<file path="src/hdl/tkmq_pkg.sv">
// Shared constants and types for the timestamp k-way merge queue.
package tkmq_pkg;

  localparam int NUM_SOURCES_DEF = 16;
  localparam int CMD_W           = 2;
  localparam int SOURCE_W        = 4;
  localparam int STAMP_W         = 64;

  typedef logic [CMD_W-1:0]    cmd_t;
  typedef logic [SOURCE_W-1:0] source_t;
  typedef logic [STAMP_W-1:0]  stamp_t;

  localparam cmd_t CMD_CLEAR  = 2'd0;
  localparam cmd_t CMD_INSERT = 2'd1;
  localparam cmd_t CMD_POP    = 2'd2;
  localparam cmd_t CMD_PEEK   = 2'd3;

endpackage

</file>
<file path="src/hdl/timestamp_kway_merge_queue_unit.sv">
// Clear and insert: item accepted, result strobe in the following cycle, busy stays low.
// Pop and peek: busy rises on accept and the result strobe follows the end of the scan;
// the minimum search walks the stamp memory through its single read port, one entry a cycle.
// busy drops with the result strobe; no new command is accepted before then.
// Synchronous active-low reset empties every slot and leaves the unit idle.
// Results cannot be stalled: each result sits on out_* for exactly one cycle.
module timestamp_kway_merge_queue_unit #(
  parameter int NUM_SOURCES = tkmq_pkg::NUM_SOURCES_DEF
) (
  input  logic              clk,
  input  logic              rst_n,
  input  logic              start,
  output logic              busy,
  input  tkmq_pkg::cmd_t    in_command,
  input  tkmq_pkg::source_t in_source,
  input  tkmq_pkg::stamp_t  in_stamp,
  output logic              out_valid,
  output logic              out_found,
  output tkmq_pkg::source_t out_winner,
  output tkmq_pkg::stamp_t  out_winner_stamp
);
  import tkmq_pkg::*;

  localparam int SRC_W = $clog2(NUM_SOURCES);
  localparam int CNT_W = SRC_W + 1;

  localparam logic ST_IDLE = 1'b0;
  localparam logic ST_SCAN = 1'b1;

  logic state_r, state_nxt;

  // head timestamps; only valid where the present bit is set
  stamp_t mem [NUM_SOURCES];
  stamp_t rd_data_r;
  logic   mem_we;
  logic   [SRC_W-1:0] mem_waddr;
  logic   [SRC_W-1:0] mem_raddr;

  logic [NUM_SOURCES-1:0] present_r, present_nxt;

  logic [CNT_W-1:0] rd_cnt_r, rd_cnt_nxt;
  logic             rd_vld_r, rd_vld_nxt;
  logic [SRC_W-1:0] rd_idx_r, rd_idx_nxt;

  logic             any_r, any_nxt;
  logic [SRC_W-1:0] best_idx_r, best_idx_nxt;
  stamp_t           best_stamp_r, best_stamp_nxt;
  logic             is_pop_r, is_pop_nxt;

  logic    out_valid_r, out_valid_nxt;
  logic    out_found_r, out_found_nxt;
  source_t out_winner_r, out_winner_nxt;
  stamp_t  out_stamp_r, out_stamp_nxt;

  logic accept;
  logic src_ok;
  logic scan_done;

  assign accept    = start && (state_r == ST_IDLE);
  assign src_ok    = (32'(in_source) < 32'(NUM_SOURCES));
  assign mem_waddr = SRC_W'(in_source);
  assign mem_we    = accept && (in_command == CMD_INSERT) && src_ok;
  assign mem_raddr = rd_cnt_r[SRC_W-1:0];
  assign scan_done = (rd_cnt_r == CNT_W'(NUM_SOURCES)) && !rd_vld_r;

  // writes happen only while idle and read data is used only while scanning, so no overlap
  always_ff @(posedge clk) begin
    if (mem_we) begin
      mem[mem_waddr] <= in_stamp;
    end
    rd_data_r <= mem[mem_raddr];
  end

  always_comb begin
    state_nxt      = state_r;
    present_nxt    = present_r;
    rd_cnt_nxt     = rd_cnt_r;
    rd_vld_nxt     = 1'b0;
    rd_idx_nxt     = rd_idx_r;
    any_nxt        = any_r;
    best_idx_nxt   = best_idx_r;
    best_stamp_nxt = best_stamp_r;
    is_pop_nxt     = is_pop_r;
    out_valid_nxt  = 1'b0;
    out_found_nxt  = 1'b0;
    out_winner_nxt = '0;
    out_stamp_nxt  = '0;

    unique case (state_r)
      ST_IDLE: begin
        if (accept) begin
          unique case (in_command) inside
            CMD_CLEAR: begin
              present_nxt   = '0;
              out_valid_nxt = 1'b1;
            end
            CMD_INSERT: begin
              if (src_ok) begin
                present_nxt[mem_waddr] = 1'b1;
              end
              out_valid_nxt = 1'b1;
            end
            CMD_POP, CMD_PEEK: begin
              state_nxt    = ST_SCAN;
              rd_cnt_nxt   = '0;
              any_nxt      = 1'b0;
              best_idx_nxt = '0;
              is_pop_nxt   = (in_command == CMD_POP);
            end
            default: begin
              state_nxt = ST_IDLE;
            end
          endcase
        end
      end
      ST_SCAN: begin
        // issue the next read
        if (rd_cnt_r != CNT_W'(NUM_SOURCES)) begin
          rd_vld_nxt = 1'b1;
          rd_idx_nxt = rd_cnt_r[SRC_W-1:0];
          rd_cnt_nxt = rd_cnt_r + CNT_W'(1);
        end
        // compare the entry read last cycle; strict less keeps the lower index on ties
        if (rd_vld_r && present_r[rd_idx_r]) begin
          if (!any_r || (rd_data_r < best_stamp_r)) begin
            any_nxt        = 1'b1;
            best_idx_nxt   = rd_idx_r;
            best_stamp_nxt = rd_data_r;
          end
        end
        if (scan_done) begin
          state_nxt     = ST_IDLE;
          out_valid_nxt = 1'b1;
          if (any_r) begin
            out_found_nxt  = 1'b1;
            out_winner_nxt = SOURCE_W'(best_idx_r);
            out_stamp_nxt  = best_stamp_r;
            if (is_pop_r) begin
              present_nxt[best_idx_r] = 1'b0;
            end
          end
        end
      end
      default: begin
        state_nxt = ST_IDLE;
      end
    endcase
  end

  always_ff @(posedge clk) begin
    if (!rst_n) begin
      state_r     <= ST_IDLE;
      present_r   <= '0;
      rd_cnt_r    <= '0;
      rd_vld_r    <= 1'b0;
      any_r       <= 1'b0;
      out_valid_r <= 1'b0;
    end else begin
      state_r     <= state_nxt;
      present_r   <= present_nxt;
      rd_cnt_r    <= rd_cnt_nxt;
      rd_vld_r    <= rd_vld_nxt;
      any_r       <= any_nxt;
      out_valid_r <= out_valid_nxt;
    end
  end

  always_ff @(posedge clk) begin
    rd_idx_r     <= rd_idx_nxt;
    best_idx_r   <= best_idx_nxt;
    best_stamp_r <= best_stamp_nxt;
    is_pop_r     <= is_pop_nxt;
    out_found_r  <= out_found_nxt;
    out_winner_r <= out_winner_nxt;
    out_stamp_r  <= out_stamp_nxt;
  end

  assign busy             = (state_r != ST_IDLE);
  assign out_valid        = out_valid_r;
  assign out_found        = out_found_r;
  assign out_winner       = out_winner_r;
  assign out_winner_stamp = out_stamp_r;

endmodule
</file>
<file path="config.mk">
export PLATFORM = sky130hd
export DESIGN_NAME = timestamp_kway_merge_queue_unit
export DESIGN_NICKNAME = d
export VERILOG_FILES = /design/src/hdl/tkmq_pkg.sv /design/src/hdl/timestamp_kway_merge_queue_unit.sv
export SDC_FILE = /design/constraint.sdc
export NUM_CORES = 1
export LEC_CHECK = 0
export BUFFER_PORTS_ARGS = -buffer_cell sky130_fd_sc_hd__buf_2
export CAP_MARGIN = 5
export CORE_MARGIN = 4
export CORE_UTILIZATION = 60
export DETAILED_ROUTE_END_ITERATION = 8
export GPL_ROUTABILITY_DRIVEN = 1
export GPL_TIMING_DRIVEN = 0
export PLACE_DENSITY = 0.8
export SYNTH_ARGS = -nofsm -noshare
export SYNTH_HDL_FRONTEND = slang
export SYNTH_SLANG_ARGS = --single-unit
</file>
<file path="constraint.sdc">
create_clock -name clk -period 5.95 [get_ports clk]
set_input_delay 0.2975 -clock clk [delete_from_list [all_inputs] [get_ports clk]]
set_output_delay 0.2975 -clock clk [all_outputs]
set_load 0.005 [all_outputs]
</file>
Word level (Yosys, flattened, before mapping)
Memory sizes are Yosys's and may differ from the RTL's. A register that Yosys moved wholly into a read port is not among the register bits.
Cells that the tools add are included.
Widths: inputs -> output; s select.

storage, ports and cells
  memories kept = 1
  logic and storage cells = 98
  register bits = 167
  bits of input ports = 73
  RAM bits = 1,024
  memory bits (read-only) = 0
  output and inout port bits = 71
  bits in latches = 0

operators by class
  $mul = 0
  reduce and logical (&&, ||, !) cells = 21
  multiplexer cells = 38
  divide/modulo/power cells = 0
  shifts and indexed selects = 0
  bitwise logic cells = 4
  add/subtract/negate cells = 1
  equal/unequal tests = 14
  order comparisons = 6

memories
  name  depth  width  rd ports  clocked after memory_dff  write ports  RTL line                               source
  mem   16     64     1         1                         1            timestamp_kway_merge_queue_unit.sv:33  stamp_t mem [NUM_SOURCES];

operator list
  cell                 count
  $lt 64x64->1         1
  $mux 16              4
  $pmux 16 s2          2
  $mux 1               17
  $and 16x16->16       1
  $mux 4               4
  $not 16->16          1
  $or 16x16->16        1
  $lt 4x5->1 const B   3
  $mux 5               3
  $ne 2x1->1 const B   7
  $reduce_and 3->1     4
  $pmux 5 s2           1
  $demux 1 s4          2
  $ge 4x1->1 const B   2
  $pmux 4 s2           1
  $logic_and 1x1->1    6
  $pmux 1 s2           3
  $reduce_and 2->1     3
  $add 5x1->5 const B  1
  $eq 5x5->1 const B   1
  $ne 5x5->1 const B   1
  $reduce_and 5->1     1
  $bmux 1 s4           1
  10 further kinds     13

Depth between registers and ports, before layout
  word-level depth = 10
  depth in mapped cells = 12
  mapped depth without buffers = 8

Worst setup path after synthesis
Ideal clock, no wire load.

  path type = reg-to-reg
  from = register best_stamp_r[11]
  to = register best_stamp_r[0], enable pin
  clock period less this slack = 4.956 ns
  path buffers = 0
  arrival time = 4.462 ns
  required time = 5.456 ns
  cell stages (with the launch flop) = 8
  setup time = 0.494 ns
  path slack = 0.994 ns
  path through = edfxtp_1 -> inv_1 -> ha_1 -> and4_1 -> a21o_1 -> a2111oi_0 -> o221ai_1 -> o21ai_1

between the ends
  longest elaborated chain between the ends = 3

ends and longest elaborated chain
  item                               RTL line                                source
  start: declaration                 timestamp_kway_merge_queue_unit.sv:47   stamp_t best_stamp_r, best_stamp_nxt;
  start signal: assignment           timestamp_kway_merge_queue_unit.sv:171  best_stamp_r <= best_stamp_nxt;
  $lt 64x64->1                       timestamp_kway_merge_queue_unit.sv:125  if (!any_r || (rd_data_r < best_stamp_r)) begin
  $logic_or 1x1->1                   timestamp_kway_merge_queue_unit.sv:125
  $reduce_and 3->1 (no source line)  n/a

No other way between the ends.
A chain may end at the register's enable or synchronous reset.

Worst setup path in the final report
  from = register rd_cnt_r[1]
  to = register out_stamp_r[52], in the netlist out_winner_stamp[52]

between the ends
  longest elaborated chain between the ends = 3

ends and longest elaborated chain
  item                               RTL line                                source
  start: declaration                 timestamp_kway_merge_queue_unit.sv:41   logic [CNT_W-1:0] rd_cnt_r, rd_cnt_nxt;
  start signal: assignment           timestamp_kway_merge_queue_unit.sv:161  rd_cnt_r <= rd_cnt_nxt;
  $eq 5x5->1                         timestamp_kway_merge_queue_unit.sv:64   assign scan_done = (rd_cnt_r == CNT_W'(NUM_SOURCES)) && !rd_vld_r;
  $logic_and 1x1->1                  timestamp_kway_merge_queue_unit.sv:64
  $reduce_and 3->1 (no source line)  n/a
  end signal: assignment             timestamp_kway_merge_queue_unit.sv:175  out_stamp_r <= out_stamp_nxt;
  end: declaration                   timestamp_kway_merge_queue_unit.sv:53   stamp_t out_stamp_r, out_stamp_nxt;

No other way between the ends.

==> metrics.md <==
| Metric | Value |
|---|---|
| Status | `finished, final reports clean` |
| Clk buf depth | `3` |
| MaxCap Viol Count | `0` |
| Htree depth | `3` |
| Filler cells | `4,231` |
| Placed Cells | `3,351` |
| Layout net count | `2,636` |
| CP max FO | `10` |
| Hold path startpoint | `start` |
| Xor-xnor portion of the synthesized cell area | `0.000562` |
| Final Max Slew Viols | `0` |
| Final WL | `120,000 um` |
| Layout cells sized above 1 | `0.298` |
| # rows | `102` |
| Num CTS Buffers | `117` |
| Die Span Y | `287 um` |
| Synth Area in Simple Gates | `0.0230` |
| Post-detail-place hpwl | `69,500 um` |
| CP required | `6.52 ns` |
| Area grow syn2layout | `17.4%` |
| Wire per inst | `32.9 um` |
| Pwr Density | `332 mW/mm^2` |
| Die W | `287 um` |
| Initial Util | `0.605` |
| Max Clk Rate | `266 MHz` |
| Worst r2r src | `rd_cnt_r[1]$_SDFFE_PN0P_` |
| Setup ws final | `2.19 ns` |
| Synth Register Bits | `1,255` |
| Static Leakage | `18.1 nW` |
| Main synth FF type | `edfxtp_1` |
| RSZ-0062 raised after global routing | `false` |
| Seq pwr share | `0.530` |
| Net switching power | `3.75 mW` |
| Crit path time final | `3.76 ns` |
| Final Hold Vio Count | `0` |
| Post-synth ARST share | `0` |
| Post-Synth Adder-Cell Area | `0.0174` |
| DRT iter0 DRCs | `3,662` |
| Net Sw Frac | `0.206` |
| Area of the multi-input gates | `0.00999 mm^2` |
| Post-layout util | `0.710` |
| Dpl ws | `2.19 ns` |
| Reg area | `0.0361 mm^2` |
| Total grt overflow | `0` |
| Layout Cells excl Fill | `3,645` |
| Slew HR | `0.256` |
| Synth warn | `0` |
| Gpl congestion | `0.835` |
| First-pass GRT wire length | `174,000 um` |
| Final Power | `18.2 mW` |
| Vias in the first global route | `25,300` |
| Initial antenna violation count | `8` |
| Syn Nets | `2,251` |
| Post-route design area | `0.0549 mm^2` |
| Reg2reg path depth | `12` |
| Drc violations | `0` |
| Netlist cell types | `43` |
| Setup Fix Bufs, Post-CTS | `0` |
| Int Pwr | `14.5 mW` |
| Crit Path Category | `flop to flop` |
| Die footprint | `0.0825 mm^2` |
| WHS | `0.172 ns` |
| CTS tree | `done` |
| Post-synth EDFFs | `1,097` |
| Via count | `24,300` |
| Drt pass-1 iters | `5` |
| Routed vias/inst | `6.66` |
| Transition time of the tightest slew-check pin | `1.12 ns` |
| Fin crit share | `0.632` |
| Peak supply drop | `329 uV` |
| Critical Path Source Type | `flop` |
| Root buffer cell | `clkbuf_16` |
| Synth Instances | `2,113` |
| Combinational share of power | `0.040` |
| Clk_lat worst skew | `0.70 ns` |
| Largest net degree at the start of global routing | `25` |
| Antenna Nets Post-Route | `0` |
| Finish-stage setup viols | `0` |
| Mapped Area | `0.0468 mm^2` |
| Clock power share | `0.430` |
| Multiplexer share of the synthesized area | `0.157` |
| Worst hold stages | `3` |
| I/O pins | `144` |
| Dpl cell area | `0.0502 mm^2` |
| Clk sink count | `1,255` |
| Gr usage total | `0.297` |
| Core area | `0.0773 mm^2` |
| Part of the Yosys area used for sequential elements | `0.772` |
| Worst EP arrival | `4.32 ns` |
| Clock Skew | `0.0317 ns` |
| R2r endpoint | `out_winner_stamp[52]$_SDFF_PN0_` |
| Hold Path Class | `input port to flop` |
| Main combinational cell family by area after synthesis | `multiplexers` |
| Clk slew on worst S/H paths | `0.07 ns` |
| Synth Area in Compound Gates | `0.0134` |
| Number of buffer cells added on primary ports | `143` |
| Synthesized area per cell | `22.1 um^2` |
| Total negative slack | `0 ns` |
| Worst reg2reg setup slack | `2.19 ns` |
| Endpoint class of the critical path | `flop` |
| Worst Hold Endpoint | `is_pop_r$_DFFE_PP_` |
==> worst max-delay path by stage <==
stage	start	depth (start not counted)	end
2_1_floorplan	best_stamp_r[11]$_DFFE_PP_	7	best_stamp_r[0]$_DFFE_PP_
3_3_place_gp	best_stamp_r[7]$_DFFE_PP_	8	best_stamp_r[28]$_DFFE_PP_
3_5_place_dp	rd_cnt_r[1]$_SDFFE_PN0P_	12	out_winner_stamp[52]$_SDFF_PN0_
4_1_cts	rd_cnt_r[1]$_SDFFE_PN0P_	12	out_winner_stamp[52]$_SDFF_PN0_
5_1_grt	rd_cnt_r[1]$_SDFFE_PN0P_	12	out_winner_stamp[52]$_SDFF_PN0_
6_report	rd_cnt_r[1]$_SDFFE_PN0P_	12	out_winner_stamp[52]$_SDFF_PN0_
==> what timing repair did <==
item | 4_1_cts | 5_1_grt
hold buffers | 67 | 0
hold endpoints to repair | 1027 | 0
gates resized for setup | 0 | 0
==> power groups by stage <==
stage | combinational [mW] | sequential (mW) | clock [mW]
3_3_place_gp | 0.610 | 9.84 | 0
2_1_floorplan | 0.398 | 9.83 | 0
6_report | 0.725 | 9.65 | 7.84
3_5_place_dp | 0.658 | 9.83 | 0
5_1_grt | 0.768 | 9.65 | 8.29
4_1_cts | 0.718 | 9.65 | 7.87
==> placed cells by master, fill, tap and decap left out, drive strengths merged, types with 3 or more instances in the layout <==
master	instances
a21boi	3
a21o	8
a21oi	41
a31oi	3
and2	75
and4	4
buf	242
bufinv	16
clkbuf	189
clkinv	55
clkinvlp	7
dfxtp	158
dlygate4sd3	67
edfxtp	1097
ha	65
inv	73
mux4	325
nand2	24
nand2b	7
nand3	7
nand3b	5
nand4	12
nor2	43
nor2b	3
nor4	3
o21ai	44
or2	3
xor2	3
==> final cells by class <==
cell class,instances,share of cell area
Clock buffer,142,0.0584
Inverter,69,0.00472
Timing Repair Buffer,266,0.0487
Buffer,90,0.00986
Sequential cell,1255,0.657
Antenna cell,2,0.0000911
Tap cell,1040,0.0237
Multi-Input combinational cell,699,0.182
Clock inverter,82,0.0152
==> cells by family after synthesis <==
group / Yosys count
flip-flops: 1255
adder cells (fa/ha/maj): 65
AO/OA/AOI/OAI: 111
XOR/XNOR: 3
multiplexers: 325
buffers and inverters: 159
AND/OR/NAND/NOR: 195
==> Yosys cell counts (2+ instances only) <==
master,n,area [um^2]
or2_2,3,18.8
buf_1,6,22.5
edfxtp_1,1097,32900
a211oi_1,2,15.0
and2_1,75,469
mux4_2,325,7320
clkbuf_1,46,173
and3_1,2,12.5
a21boi_0,2,15.0
a21o_1,8,60.1
o211ai_1,2,15.0
nand2_1,24,90.1
and4_1,4,35.0
xor2_1,3,26.3
nor4_1,3,18.8
a21oi_1,41,205
nand3b_1,5,37.5
nor2b_1,3,18.8
a2111oi_0,2,17.5
nand4_1,12,75.1
nand4b_1,2,17.5
nor2_1,43,161
ha_1,65,813
a31oi_1,3,18.8
nand3_1,7,35.0
a211o_1,2,17.5
nand2b_1,7,43.8
o21ai_0,43,215
nor3_1,2,10.0
dfxtp_1,158,3160
inv_1,69,259
buf_2,12,60.1
buf_6,25,282
==> per-layer routing <==
metal	GRT usage	vias up	wire, um
li1	-	9469	-
met1	0.398	12500	41400
met2	0.489	1987	60000
met3	0.0630	342	13600
met4	0.111	12	4860
met5	0	-	81
==> critical path: stages, from the launching register on <==
cell	delay, ns
dfxtp_1	0.38
buf_2	0.28
clkbuf_1	0.68
buf_2	0.45
inv_1	0.13
ha_1	0.22
nand4bb_1	0.16
nor2_1	0.10
and3_1	0.20
buf_2	0.27
clkbuf_2	0.30
clkbuf_1	0.24
and2_1	0.21
==> flip-flops by register name (all words and copies together) (netlist names) <==
register / flops
mem: 1024
present_r: 16
out_winner_stamp: 64
out_found: 1
out_valid: 1
rd_data_r: 64
any_r: 1
rd_idx_r: 4
busy: 1
rd_vld_r: 1
rd_cnt_r: 5
best_idx_r: 4
best_stamp_r: 64
is_pop_r: 1
out_winner: 4
(Power assumes the default switching activity.)
